==> src/hw/rtl/tpd_pkg.sv <==
// ----------------------------------------------------------------------------
// tpd_pkg
// Shared types and constants for the thermistor PID drive block.
// ----------------------------------------------------------------------------
package tpd_pkg;

	localparam int DIV_W   = 44;
	localparam int DVS_W   = 12;
	localparam int PTS_N   = 33;
	localparam int SCAN_MAX = 32;

	localparam logic [22:0] PCT_MAX   = 23'd6553600;
	localparam logic [22:0] PCT_HALF  = 23'd3276800;
	localparam logic [7:0]  DRIVE_LIM = 8'd220;
	localparam logic [4:0]  STEP_DIVISOR = 5'd25;
	localparam logic [16:0] RECIP_25  = 17'd83887;
	localparam logic [5:0]  DV25_STEP = 6'd11;
	localparam logic signed [6:0] ZERO_ENTRY = 7'sd10;
	localparam logic signed [15:0] DEG_STEP  = 16'sd500;
	localparam logic [12:0] RECIP_100 = 13'd5243;

	localparam logic [1:0] REG_KP     = 2'd0;
	localparam logic [1:0] REG_KI     = 2'd1;
	localparam logic [1:0] REG_KD     = 2'd2;
	localparam logic [1:0] REG_TARGET = 2'd3;

	localparam logic signed [15:0] TEMP_PTS [PTS_N] = '{
		-16'sd14313, -16'sd12734, -16'sd11189, -16'sd9676, -16'sd8203,
		-16'sd6761,  -16'sd5348,  -16'sd3970,  -16'sd2614, -16'sd1297,
		16'sd0,      16'sd1266,   16'sd2507,   16'sd3725,  16'sd4914,
		16'sd6081,   16'sd7226,   16'sd8351,   16'sd9450,  16'sd10529,
		16'sd11590,  16'sd12626,  16'sd13645,  16'sd14646, 16'sd15626,
		16'sd16589,  16'sd17536,  16'sd18467,  16'sd19379, 16'sd20276,
		16'sd21158,  16'sd22023,  16'sd22878
	};

	typedef enum logic [4:0] {
		OP_NOP,
		OP_CAPT,
		OP_SCAN,
		OP_MISS,
		OP_MULJ,
		OP_SUM,
		OP_NUM,
		OP_DIV,
		OP_TEMP,
		OP_ERR,
		OP_MULP,
		OP_MULI,
		OP_MULD,
		OP_LDS,
		OP_DV25,
		OP_PCT,
		OP_DRV
	} dp_op_t;

	typedef struct packed {
		dp_op_t op;
		logic   load_out;
	} dp_cmd_t;

	typedef struct packed {
		logic scan_last;
		logic found;
		logic div_done;
	} dp_stat_t;

	typedef enum logic [3:0] {
		ST_IDLE,
		ST_SCAN,
		ST_MULJ,
		ST_SUM,
		ST_NUM,
		ST_DIVT,
		ST_TEMP,
		ST_ERR,
		ST_MULP,
		ST_MULI,
		ST_MULD,
		ST_LDS,
		ST_DIVS,
		ST_PCT,
		ST_DRV,
		ST_OUT
	} ctrl_state_t;

endpackage

==> src/hw/rtl/tpd_datapath.sv <==
// ----------------------------------------------------------------------------
// tpd_datapath
// Table scan, shared multiplier, iterative divider, PID state and result regs.
// ----------------------------------------------------------------------------
module tpd_datapath import tpd_pkg::*; #(
	parameter int TABLE_ENTRIES = 32
) (
	input  logic               clk,
	input  logic               arst_n,
	input  logic               cfg_we,
	input  logic [1:0]         cfg_index,
	input  logic [15:0]        cfg_data,
	input  logic signed [15:0] adc_sample,
	input  dp_cmd_t            cmd,
	output dp_stat_t           stat,
	output logic [7:0]         motor_drive,
	output logic               drive_high,
	output logic signed [15:0] temperature
);

	localparam int SCAN_N = (TABLE_ENTRIES > SCAN_MAX) ? SCAN_MAX : TABLE_ENTRIES;

	logic signed [15:0] kp_q, ki_q, kd_q, target_q;
	logic signed [15:0] c_q;
	logic [4:0]         idx_q, j_q;
	logic               found_q;
	logic signed [19:0] p_q, s_q;
	logic [DIV_W-1:0]   dq_q;
	logic [DVS_W-1:0]   rem_q, dvs_q;
	logic [5:0]         dcnt_q;
	logic               dneg_q;
	logic signed [15:0] last_temp_q;
	logic signed [16:0] e_q, e1_q, e2_q;
	logic signed [17:0] de1_q;
	logic signed [18:0] dd_q;
	logic signed [37:0] acc_q;
	logic [22:0]        pct_q;
	logic [14:0]        y_q;

	logic signed [15:0] tj, tj1, d16;
	logic signed [6:0]  jm;
	logic signed [19:0] mul_a;
	logic signed [15:0] mul_b;
	logic signed [35:0] mul_p;
	logic [DIV_W-1:0]   num_mag, s_mag;
	logic signed [43:0] n_s;
	logic [DVS_W-1:0]   rem_sh;
	logic               ge;
	logic [15:0]        x25;
	logic [32:0]        x25_m;
	logic [10:0]        q25;
	logic [15:0]        r25;
	logic signed [15:0] q16;
	logic signed [16:0] e_new;
	logic signed [45:0] inc, r;
	logic [30:0]        x255;
	logic [27:0]        y_m;

	assign tj    = TEMP_PTS[j_q];
	assign tj1   = TEMP_PTS[6'(j_q) + 6'd1];
	assign d16   = tj1 - tj;
	assign jm    = $signed({2'b00, j_q}) - ZERO_ENTRY;
	assign e_new = 17'(last_temp_q) - 17'(target_q);

	always_comb begin
		mul_a = '0;
		mul_b = '0;
		case (cmd.op)
			OP_MULJ: begin
				mul_a = 20'(jm);
				mul_b = d16;
			end
			OP_NUM: begin
				mul_a = s_q;
				mul_b = DEG_STEP;
			end
			OP_MULP: begin
				mul_a = 20'(de1_q);
				mul_b = kp_q;
			end
			OP_MULI: begin
				mul_a = 20'(e_q);
				mul_b = ki_q;
			end
			OP_MULD: begin
				mul_a = 20'(dd_q);
				mul_b = kd_q;
			end
			default: begin
				mul_a = '0;
				mul_b = '0;
			end
		endcase
	end

	assign mul_p   = mul_a * mul_b;
	assign num_mag = mul_p[35] ? DIV_W'(-mul_p) : DIV_W'(mul_p);
	assign n_s     = {acc_q, 6'b0};
	assign s_mag   = n_s[43] ? DIV_W'(-n_s) : DIV_W'(n_s);
	assign rem_sh  = {rem_q[DVS_W-2:0], dq_q[DIV_W-1]};
	assign ge      = (rem_sh >= dvs_q);
	assign x25     = {rem_q[4:0], dq_q[DIV_W-1 -: 11]};
	assign x25_m   = x25 * RECIP_25;
	assign q25     = x25_m[31:21];
	assign r25     = x25 - 16'(q25) * 16'(STEP_DIVISOR);
	assign q16     = dneg_q ? -$signed(dq_q[15:0]) : $signed(dq_q[15:0]);
	assign inc     = dneg_q ? -$signed({2'b00, dq_q}) - 46'(rem_q != '0)
	                        : $signed({2'b00, dq_q});
	assign r       = $signed({23'b0, pct_q}) + inc;
	assign x255    = pct_q * 8'd255;
	assign y_m     = y_q * RECIP_100;

	assign stat.scan_last = (idx_q == 5'(SCAN_N - 1));
	assign stat.found     = found_q;
	assign stat.div_done  = (dcnt_q == 6'(DIV_W));

	always_ff @(posedge clk or negedge arst_n) begin
		if (!arst_n) begin
			kp_q        <= '0;
			ki_q        <= '0;
			kd_q        <= '0;
			target_q    <= '0;
			last_temp_q <= '0;
			e1_q        <= '0;
			e2_q        <= '0;
			pct_q       <= PCT_HALF;
			found_q     <= 1'b0;
			idx_q       <= '0;
			dcnt_q      <= '0;
		end else begin
			if (cfg_we) begin
				case (cfg_index)
					REG_KP:     kp_q     <= cfg_data;
					REG_KI:     ki_q     <= cfg_data;
					REG_KD:     kd_q     <= cfg_data;
					REG_TARGET: target_q <= cfg_data;
					default:    kp_q     <= kp_q;
				endcase
			end
			case (cmd.op)
				OP_CAPT: begin
					idx_q   <= '0;
					found_q <= 1'b0;
				end
				OP_SCAN: begin
					if (TEMP_PTS[idx_q] <= c_q) begin
						found_q <= 1'b1;
					end
					idx_q <= idx_q + 5'd1;
				end
				OP_MISS: last_temp_q <= -16'sd1;
				OP_NUM:  dcnt_q      <= '0;
				OP_LDS:  dcnt_q      <= '0;
				OP_DIV:  dcnt_q      <= dcnt_q + 6'd1;
				OP_DV25: dcnt_q      <= dcnt_q + DV25_STEP;
				OP_TEMP: last_temp_q <= q16;
				OP_PCT: begin
					e2_q <= e1_q;
					e1_q <= e_q;
					if (r > $signed({23'b0, PCT_MAX})) begin
						pct_q <= PCT_MAX;
					end else if (r < 0) begin
						pct_q <= '0;
					end else begin
						pct_q <= r[22:0];
					end
				end
				default: idx_q <= idx_q;
			endcase
		end
	end

	always_ff @(posedge clk) begin
		case (cmd.op)
			OP_CAPT: c_q <= adc_sample;
			OP_SCAN: begin
				if (TEMP_PTS[idx_q] <= c_q) begin
					j_q <= idx_q;
				end
			end
			OP_MULJ: p_q <= mul_p[19:0];
			OP_SUM:  s_q <= p_q + 20'(c_q) - 20'(tj);
			OP_NUM: begin
				dq_q   <= num_mag;
				rem_q  <= '0;
				dvs_q  <= DVS_W'(d16);
				dneg_q <= mul_p[35];
			end
			OP_DIV: begin
				rem_q <= ge ? rem_sh - dvs_q : rem_sh;
				dq_q  <= {dq_q[DIV_W-2:0], ge};
			end
			OP_ERR: begin
				e_q   <= e_new;
				de1_q <= 18'(e_new) - 18'(e1_q);
				dd_q  <= 19'(e_new) - (19'(e1_q) <<< 1) + 19'(e2_q);
			end
			OP_MULP: acc_q <= 38'(mul_p);
			OP_MULI: acc_q <= acc_q + 38'(mul_p);
			OP_MULD: acc_q <= acc_q + 38'(mul_p);
			OP_LDS: begin
				dq_q   <= s_mag;
				rem_q  <= '0;
				dneg_q <= n_s[43];
			end
			OP_DV25: begin
				rem_q <= DVS_W'(r25);
				dq_q  <= {dq_q[DIV_W-12:0], q25};
			end
			OP_DRV:  y_q <= x255[30:16];
			default: c_q <= c_q;
		endcase
		if (cmd.load_out) begin
			motor_drive <= y_m[26:19];
			drive_high  <= (y_m[26:19] > DRIVE_LIM);
			temperature <= last_temp_q;
		end
	end

endmodule

==> src/hw/rtl/tpd_ctrl.sv <==
// ----------------------------------------------------------------------------
// tpd_ctrl
// Sequencer for conversion, PID update and result handoff.
// ----------------------------------------------------------------------------
module tpd_ctrl import tpd_pkg::*; (
	input  logic     clk,
	input  logic     arst_n,
	input  logic     in_valid,
	input  logic     sample_valid,
	output logic     in_stall,
	output logic     out_valid,
	input  logic     out_stall,
	input  dp_stat_t stat,
	output dp_cmd_t  cmd
);

	ctrl_state_t state_q, state_d;
	logic        out_valid_q;
	logic        out_free;

	assign out_free  = !out_valid_q || !out_stall;
	assign in_stall  = (state_q != ST_IDLE);
	assign out_valid = out_valid_q;

	always_ff @(posedge clk or negedge arst_n) begin
		if (!arst_n) begin
			state_q     <= ST_IDLE;
			out_valid_q <= 1'b0;
		end else begin
			state_q <= state_d;
			if (cmd.load_out) begin
				out_valid_q <= 1'b1;
			end else if (!out_stall) begin
				out_valid_q <= 1'b0;
			end
		end
	end

	always_comb begin
		state_d      = state_q;
		cmd.op       = OP_NOP;
		cmd.load_out = 1'b0;
		case (state_q)
			ST_IDLE: begin
				if (in_valid) begin
					cmd.op  = OP_CAPT;
					state_d = sample_valid ? ST_SCAN : ST_ERR;
				end
			end
			ST_SCAN: begin
				cmd.op = OP_SCAN;
				if (stat.scan_last) begin
					state_d = ST_MULJ;
				end
			end
			ST_MULJ: begin
				if (stat.found) begin
					cmd.op  = OP_MULJ;
					state_d = ST_SUM;
				end else begin
					cmd.op  = OP_MISS;
					state_d = ST_ERR;
				end
			end
			ST_SUM: begin
				cmd.op  = OP_SUM;
				state_d = ST_NUM;
			end
			ST_NUM: begin
				cmd.op  = OP_NUM;
				state_d = ST_DIVT;
			end
			ST_DIVT: begin
				if (stat.div_done) begin
					state_d = ST_TEMP;
				end else begin
					cmd.op = OP_DIV;
				end
			end
			ST_TEMP: begin
				cmd.op  = OP_TEMP;
				state_d = ST_ERR;
			end
			ST_ERR: begin
				cmd.op  = OP_ERR;
				state_d = ST_MULP;
			end
			ST_MULP: begin
				cmd.op  = OP_MULP;
				state_d = ST_MULI;
			end
			ST_MULI: begin
				cmd.op  = OP_MULI;
				state_d = ST_MULD;
			end
			ST_MULD: begin
				cmd.op  = OP_MULD;
				state_d = ST_LDS;
			end
			ST_LDS: begin
				cmd.op  = OP_LDS;
				state_d = ST_DIVS;
			end
			ST_DIVS: begin
				if (stat.div_done) begin
					state_d = ST_PCT;
				end else begin
					cmd.op = OP_DV25;
				end
			end
			ST_PCT: begin
				cmd.op  = OP_PCT;
				state_d = ST_DRV;
			end
			ST_DRV: begin
				cmd.op  = OP_DRV;
				state_d = ST_OUT;
			end
			ST_OUT: begin
				if (out_free) begin
					cmd.load_out = 1'b1;
					state_d      = ST_IDLE;
				end
			end
			default: state_d = ST_IDLE;
		endcase
	end

endmodule

==> src/hw/rtl/thermistor_pid_drive_top.sv <==
// ----------------------------------------------------------------------------
// thermistor_pid_drive_top
// Thermistor sample to temperature, incremental PID, motor drive byte.
//
//   beat     signals                               direction
//   input    in_valid/in_stall, adc_sample,        in
//            sample_valid
//   result   out_valid/out_stall, motor_drive,     out
//            drive_high, temperature
//   config   cfg_we, cfg_index, cfg_data           in
//
// A valid sample goes from its input beat to the result load through a capture,
// a 32-entry table scan at one entry per cycle, a 44-step restoring divide for
// the interpolation and a 4-step radix-2048 divide by 25 for the PID increment.
// Below-table samples skip the interpolation; invalid ones skip the scan too.
// Input stalls until the result loads; the next beat is taken in the cycle after.
// Reset gives zero gains, zero setpoint and 50 percent drive. A stalled result
// holds the result stage; the next beat is still taken and waits at the end.
// ----------------------------------------------------------------------------
module thermistor_pid_drive_top import tpd_pkg::*; #(
	parameter int TABLE_ENTRIES = 32
) (
	input  logic               clk,
	input  logic               arst_n,
	input  logic               cfg_we,
	input  logic [1:0]         cfg_index,
	input  logic [15:0]        cfg_data,
	input  logic               in_valid,
	output logic               in_stall,
	input  logic signed [15:0] adc_sample,
	input  logic               sample_valid,
	output logic               out_valid,
	input  logic               out_stall,
	output logic [7:0]         motor_drive,
	output logic               drive_high,
	output logic signed [15:0] temperature
);

	dp_cmd_t  cmd;
	dp_stat_t stat;

	tpd_ctrl u_ctrl (
		.clk          (clk),
		.arst_n       (arst_n),
		.in_valid     (in_valid),
		.sample_valid (sample_valid),
		.in_stall     (in_stall),
		.out_valid    (out_valid),
		.out_stall    (out_stall),
		.stat         (stat),
		.cmd          (cmd)
	);

	tpd_datapath #(
		.TABLE_ENTRIES (TABLE_ENTRIES)
	) u_datapath (
		.clk         (clk),
		.arst_n      (arst_n),
		.cfg_we      (cfg_we),
		.cfg_index   (cfg_index),
		.cfg_data    (cfg_data),
		.adc_sample  (adc_sample),
		.cmd         (cmd),
		.stat        (stat),
		.motor_drive (motor_drive),
		.drive_high  (drive_high),
		.temperature (temperature)
	);

endmodule
==> config.mk <==
export PLATFORM = sky130hd
export DESIGN_NAME = thermistor_pid_drive_top
export DESIGN_NICKNAME = d
export VERILOG_FILES = /design/src/hw/rtl/tpd_pkg.sv /design/src/hw/rtl/tpd_datapath.sv /design/src/hw/rtl/tpd_ctrl.sv /design/src/hw/rtl/thermistor_pid_drive_top.sv
export SDC_FILE = /design/constraint.sdc
export NUM_CORES = 2
export LEC_CHECK = 0
export BUFFER_PORTS_ARGS = -buffer_cell sky130_fd_sc_hd__clkbuf_2
export CAP_MARGIN = 20
export CORE_AREA = 2 2 439 441
export CTS_CLUSTER_SIZE = 30
export DETAILED_ROUTE_END_ITERATION = 10
export DIE_AREA = 0 0 441 443
export GPL_TIMING_DRIVEN = 0
export PLACE_DENSITY_LB_ADDON = 0.15
export SLEW_MARGIN = 40
export SYNTH_ARGS = -nofsm -noshare
export SYNTH_HDL_FRONTEND = slang
export SYNTH_SLANG_ARGS = --single-unit
export TNS_END_PERCENT = 1
==> constraint.sdc <==
create_clock -name clk -period 19.2 [get_ports clk]
set_clock_uncertainty 0.1 [all_clocks]
set_input_delay 3.84 -clock clk [delete_from_list [all_inputs] [get_ports clk]]
set_output_delay 3.84 -clock clk [all_outputs]
set_load 0.05 [all_outputs]
== Word level (Yosys, flattened, before mapping) ==
Memories as Yosys holds them, arrays and structs flattened.
Cells that the tools add are included.
Storage, ports and cells
  output and inout bits: 27
  word-level logic and storage cells: 175
  flip-flop bits (word level): 416
  ROM bits: 3072
  memories: 3
Cells by class
  $lt $le $gt $ge: 8
  multiply operators: 5
  $add $sub $neg: 21
  bitwise gates (word level): 3
  reductions and logical operators: 22
  multiplexer cells: 41
  equal/unequal tests: 43
Memories
  (no name shown): depth 64, bits a word 16, read ports 1, clocked after Yosys merged registers in 0, wr ports 0, RTL line tpd_datapath.sv:59  | assign tj = TEMP_PTS[j_q];
  (no name shown): depth 64, bits a word 16, read ports 1, clocked after Yosys merged registers in 0, wr ports 0, RTL line tpd_datapath.sv:60  | assign tj1 = TEMP_PTS[6'(j_q) + 6'd1];
  (no name shown): depth 64, bits a word 16, read ports 1, clocked after Yosys merged registers in 0, wr ports 0, RTL line tpd_datapath.sv:146  | if (TEMP_PTS[idx_q] <= c_q) begin
Operator list (number)
  44-bit one-hot mux with 4 select lines: 1
  16-bit two-way mux: 7
  20-bit one-hot mux with 5 select lines: 1
  44-bit two-way mux: 2
  16-bit one-hot mux with 5 select lines: 1
  38-bit one-hot mux with 2 select lines: 1
  5-bit one-hot mux with 15 select lines: 1
  4-bit one-hot mux with 16 select lines: 1
  24-bit by 46-bit adder with 46-bit output: 1
  46-bit by 24-bit > comparator with 1-bit output, second input constant: 1
  46-bit by 1-bit < comparator with 1-bit output, second input constant: 1
  23-bit two-way mux: 2
  46-bit two-way mux: 1
  44-bit negator with 46-bit output: 1
  46-bit by 1-bit subtractor with 46-bit output: 1
  36-bit negator with 44-bit output: 1
  44-bit negator: 1
  5-bit by 4-bit equality test with 1-bit output, second input constant: 8
  38-bit by 36-bit adder with 38-bit output: 1
  20-bit by 16-bit multiplier with 36-bit output: 1
  12-bit one-hot mux with 3 select lines: 1
  4-bit equality test, second input constant: 8
  16-bit by 17-bit multiplier with 32-bit output, second input constant: 1
  16-bit one-hot mux with 2 select lines: 1
  54 further kinds: 97

== Logic depth before layout (Yosys ltp) ==
  depth after elaboration: 11
  gate-level depth with buffers: 64

== Modules after synthesis ==
From an unflattened synthesis, not the netlist that was laid out.
Second synthesis, totals
  cell total of the unflattened synthesis: 6276
  area, all modules: 57839.2 µm²
Modules (own cells, without submodules)
  tpd_datapath: instances 1, cells an instance 6219, area each 57376.3 µm², sequential area each 11599.9 µm²
  tpd_ctrl: instances 1, cells an instance 57, area each 462.9 µm², sequential area each 125.1 µm²

== Worst setup path before layout ==
No wires, ideal clock.
  path type: flip-flop to flip-flop
  start point: register u_datapath.j_q[1]
  end point: register u_datapath.acc_q[37], data pin
  period minus slack after synthesis: 13.736 ns
  slack: 5.464 ns
  setup time: 0.267 ns
  arrival: 13.369 ns
  buffers on the path: 6
  stages on the path, launching flop included: 63
  path through: edfxtp_1 > ha_1 > clkbuf_1 > inv_1 > ha_1 > clkbuf_1 > clkbuf_1 > clkbuf_1 > a311oi_1 > o21ai_0 > ha_1 > inv_1 > fa_1 > a21o_1 > a21oi_1 > o21ai_0 > a21oi_1 > o21ai_0 > (+27 left out) > a31oi_1 > xor2_1 > inv_1 > ha_1 > a21o_1 > a21o_1 > a21oi_1 > nor2b_1 > nor2_1 > and3_1 > o211ai_1 > a2111oi_0 > o31ai_1 > a21oi_1 > nor2b_1 > or3_1 > a31oi_1 > xnor2_1
On the way
  word-level cells in the longest chain between the ends: 10
  elaborated cells between the ends (all ways): 16
RTL lines
  start, declared: RTL line tpd_datapath.sv:25  | logic [4:0] idx_q, j_q;
  start signal, assigned: RTL line tpd_datapath.sv:178  | j_q <= idx_q;
  5-bit by 1-bit adder with 6-bit output: RTL line tpd_datapath.sv:60
  6-bit inverter with 7-bit output (implied by the code): RTL line tpd_datapath.sv:60
  memory read 64 x 16 bit
  16-bit two-way mux (implied by the code) (2 in series): RTL line tpd_datapath.sv:60
  16-bit subtractor: RTL line tpd_datapath.sv:61  | assign d16 = tj1 - tj;
  16-bit one-hot mux with 5 select lines: RTL line tpd_datapath.sv:68  | case (cmd.op)
  20-bit by 16-bit multiplier with 36-bit output (*): RTL line tpd_datapath.sv:96  | assign mul_p = mul_a * mul_b;
  38-bit by 36-bit adder with 38-bit output: RTL line tpd_datapath.sv:199, tpd_datapath.sv:200
  38-bit one-hot mux with 2 select lines (*): RTL line tpd_datapath.sv:174  | case (cmd.op)
  end signal, assigned: RTL line tpd_datapath.sv:198  | OP_MULP: acc_q <= 38'(mul_p);
  end signal, assigned: RTL line tpd_datapath.sv:199  | OP_MULI: acc_q <= acc_q + 38'(mul_p);
  end signal, assigned: RTL line tpd_datapath.sv:200  | OP_MULD: acc_q <= acc_q + 38'(mul_p);
  end, declared: RTL line tpd_datapath.sv:36  | logic signed [37:0] acc_q;
Every way passes the cells marked *; elsewhere a longest branch is shown, timed or not. The select of a mux whose other input is x is not followed.
A chain may end at the register's enable or synchronous reset.

== Final worst setup path ==
  start point: register u_datapath.j_q[1]
  end point: register u_datapath.acc_q[37], data pin
On the way
  word-level cells in the longest chain between the ends: 10
  elaborated cells between the ends (all ways): 16
RTL lines
  5-bit by 1-bit adder with 6-bit output: RTL line tpd_datapath.sv:60
  6-bit inverter with 7-bit output (implied by the code): RTL line tpd_datapath.sv:60
  memory read 64 x 16 bit
  16-bit two-way mux (implied by the code) (2 in series): RTL line tpd_datapath.sv:60
  16-bit subtractor (*): RTL line tpd_datapath.sv:61
  net u_datapath.d16[9]: RTL line tpd_datapath.sv:40  | logic signed [15:0] tj, tj1, d16;
  16-bit one-hot mux with 5 select lines (*): RTL line tpd_datapath.sv:68
  20-bit by 16-bit multiplier with 36-bit output (*): RTL line tpd_datapath.sv:96
  38-bit by 36-bit adder with 38-bit output: RTL line tpd_datapath.sv:199, tpd_datapath.sv:200
  38-bit one-hot mux with 2 select lines (*): RTL line tpd_datapath.sv:174
Mark *: on every way through the listed nets, which the timed path passes. The rest lies on a longest branch. The select of a mux whose other input is x is not followed.

==> results_dict.tcl <==
set metrics [dict create \
    io-pin-count 67 \
    layout-drive-gt1-share_pct 6.132 \
    dieArea_mm2 0.1954 \
    holdPathStages 1 \
    gp_congestion 0.8828 \
    hp-start "u_datapath.dcnt_q[4]$_DFFE_PN0P_" \
    period_needed_ps 17550 \
    synth-edff-count 262 \
    fp.dieH_um 443 \
    fmax_mhz 56.97 \
    min_to "u_datapath.dcnt_q[4]$_DFFE_PN0P_" \
    cts_hold_buffers 0 \
    path_buf_inv 12 \
    ys_ff_latch 416 \
    area_growth_pct 10.94 \
    final_antenna_net_count 0 \
    htreeDepth 2 \
    n_fill_cell 19970 \
    cpMaxStageDelayCell "a211oi_2" \
    yosysTopAreaCellShare_pct 22.71 \
    cts_buffers 55 \
    fin_nets 7623 \
    cts_buffer_depth 3 \
    critPathArrivalTime_ps 17820 \
    max_slew_margin_pct 34.34 \
    r2r_end "u_datapath.acc_q[37]$_DFFE_PP_" \
    post_cts_buffers 0 \
    portBuffers 66 \
    viasPerCell 5.063 \
    rows 161 \
    grt_antenna_before_repair 2 \
    grt_max_degree 67 \
    die_w_um 441 \
    grt_pass1_vias 45990 \
    start_util_pct 29.70 \
    path_max_fanout 10 \
    synth_area_per_cell_um2 9.283 \
    post-route-period-util_pct 91.42 \
    rsz0062_at_grt "no" \
    netlist_area_mm2 0.05677 \
    insertion_delay_ps 670 \
    cts_tree "built" \
    hp-class "flip-flop to flip-flop" \
    yosys-top-cells-area "fa_1, ha_1, edfxtp_1" \
    clkTransAtPathRegs_ps 60 \
    synthCells 6115 \
    worst_pin_slew_ps 983.1 \
    outcome "finished clean" \
    max_cap_viol_count 0 \
    wirelength_um 188600 \
    async_reset_ff_share_pct 37.02 \
    grt_pass1_wl_um 286800 \
    cts_resized 0 \
    reg2reg_slack_ps 1650 \
    cp_top_family "compound AO/OA/AOI/OAI gates" \
    wl_per_cell_um 21.33 \
    root_buffer "clkbuf_16" \
    ff_latch_area_mm2 0.01173 \
    drt_iter0_markers 3184 \
    finalHoldViolations 0 \
    drc 0 \
    rr_worst_depth 52 \
    synth_commonest_cells "inv_1, ha_1, fa_1" \
    place_hpwl_um 157800 \
    synth.most_common_cell "inv_1" \
    core_mm2 0.1912 \
    grt.total_usage_pct 19.28 \
    first_pass_iters 7 \
    synth_top_cell_by_area "fa_1" \
    setup-violations-final 0 \
    clock_sinks 416 \
    seq_area_frac_synth_pct 20.65 \
    worst_setup_path_end_kind "flip-flop" \
    required_ps 19470 \
    critical_path.max_stage_delay_ps 870 \
    vias 44750 \
    yosys.cell_types.count 88 \
    multi_input_area_mm2 0.04070 \
    rr_startpoint "u_datapath.j_q[1]$_DFFE_PP_" \
    critPathMostFrequentCell "clkbuf_1" \
    tns_ps 0 \
    crit_type "flip-flop to flip-flop" \
    synth_flop_cell "edfxtp_1" \
    final-max-slew-violation-count 0 \
    grt.overflow.total 0 \
    start_kind "flip-flop" \
    syn-num-nets 7474 \
    ys.warnings.count 0 \
]
area by class of cell:
type / instances / share of cell area [%]
Tap cell: 2526 / 5.018
Antenna cell: 1 / 0.003973
Buffer: 199 / 1.216
Multi-Input combinational cell: 4432 / 64.62
Clock inverter: 32 / 0.6020
Timing Repair Buffer: 92 / 1.087
Inverter: 1068 / 6.369
Sequential cell: 416 / 18.62
Clock buffer: 72 / 2.466
registers in the layout, summed over array words and instances (netlist names), 6 cells and up:
signal and cells:
u_datapath.e_q 17, u_datapath.e2_q 17, u_datapath.temperature 16, u_datapath.dd_q 19, u_datapath.ki_q 16, u_datapath.de1_q 18
u_datapath.kd_q 16, u_datapath.last_temp_q 16, u_datapath.y_q 15, u_datapath.dq_q 44, u_datapath.e1_q 17, u_datapath.c_q 16
u_datapath.dvs_q 12, u_datapath.kp_q 16, u_datapath.target_q 16, u_datapath.s_q 20, u_datapath.pct_q 23, u_datapath.p_q 20
u_datapath.motor_drive 8, u_datapath.rem_q 12, u_datapath.acc_q 38, u_datapath.dcnt_q 6
worst reg2reg max path: cells and delay by family (launching register included):
kind,cells,cell delay (ps)
AOI/OAI and AO/OA,18,5530
adders and majority gates,11,4840
buffers and inverters,12,3780
and+or+nand+nor,9,1700
xor gates and xnor gates,2,700
DFF,1,610
how the worst max path moves through the flow:
stage,cells after the start,end,startpoint
after floorplan,62,u_datapath.acc_q[37]$_DFFE_PP_,u_datapath.j_q[1]$_DFFE_PP_
after global placement,55,u_datapath.acc_q[37]$_DFFE_PP_,u_datapath.j_q[1]$_DFFE_PP_
after detailed placement,59,u_datapath.acc_q[37]$_DFFE_PP_,u_datapath.j_q[1]$_DFFE_PP_
after CTS,59,u_datapath.acc_q[37]$_DFFE_PP_,u_datapath.j_q[1]$_DFFE_PP_
after global routing,62,u_datapath.acc_q[37]$_DFFE_PP_,u_datapath.j_q[1]$_DFFE_PP_
final,52,u_datapath.acc_q[37]$_DFFE_PP_,u_datapath.j_q[1]$_DFFE_PP_
kinds of logic after synthesis:
| kind of cell | Yosys count | share of synthesized area [%] |
|---|---|---|
| AOI/OAI and AO/OA | 1283 | 14.71 |
| xor gates and xnor gates | 326 | 5.030 |
| adders and majority gates | 1319 | 37.59 |
| buffers and inverters | 1267 | 8.395 |
| DFF | 416 | 20.65 |
| muxes | 116 | 2.350 |
| and+or+nand+nor | 1388 | 11.27 |
cells in the final DEF (no fill, tap or decap), types with 58 or more instances in the layout:
master and instances:
inv_1 1062, ha_1 675, fa_1 644, nand2_1 458, nor2_1 415, o21ai_0 325
a21oi_1 283, edfxtp_1 262, xnor2_1 227, clkbuf_1 181, dfrtp_1 151, mux2_2 88
nand3_1 83, a21o_1 81, nor3_1 78, clkbuf_2 73, xor2_1 71, nand2b_1 61
nor2b_1 58
layer usage:
metal | part of all wire (%) | GRT usage (%) | vias to the layer above | routed length, µm
met5 | 0 | 0 | - | 0
met4 | 3.9 | 6.756 | 0 | 7299
met3 | 3.7 | 1.336 | 239 | 6900
met2 | 48 | 32.77 | 1046 | 90900
met1 | 44 | 25.69 | 22450 | 83460
li1 | - | - | 21010 | -
per-stage QoR:
step	hold slack (ps)	cells	cell area (µm²)	worst slack, ps	utilization [%]
global route	401.8	8838	62980	613.1	32.94
finish	389.5	8838	62980	1648	32.94
floorplan	345.8	6115	56770	5464	-
CTS	387.3	8837	62960	1585	32.93
global placement	375.8	8707	60260	1156	31.52
detailed placement	377.9	8733	61030	1672	31.92
Power is not shown: default switching activity piles up to over one toggle a cycle in this logic, so the estimate is an artifact.
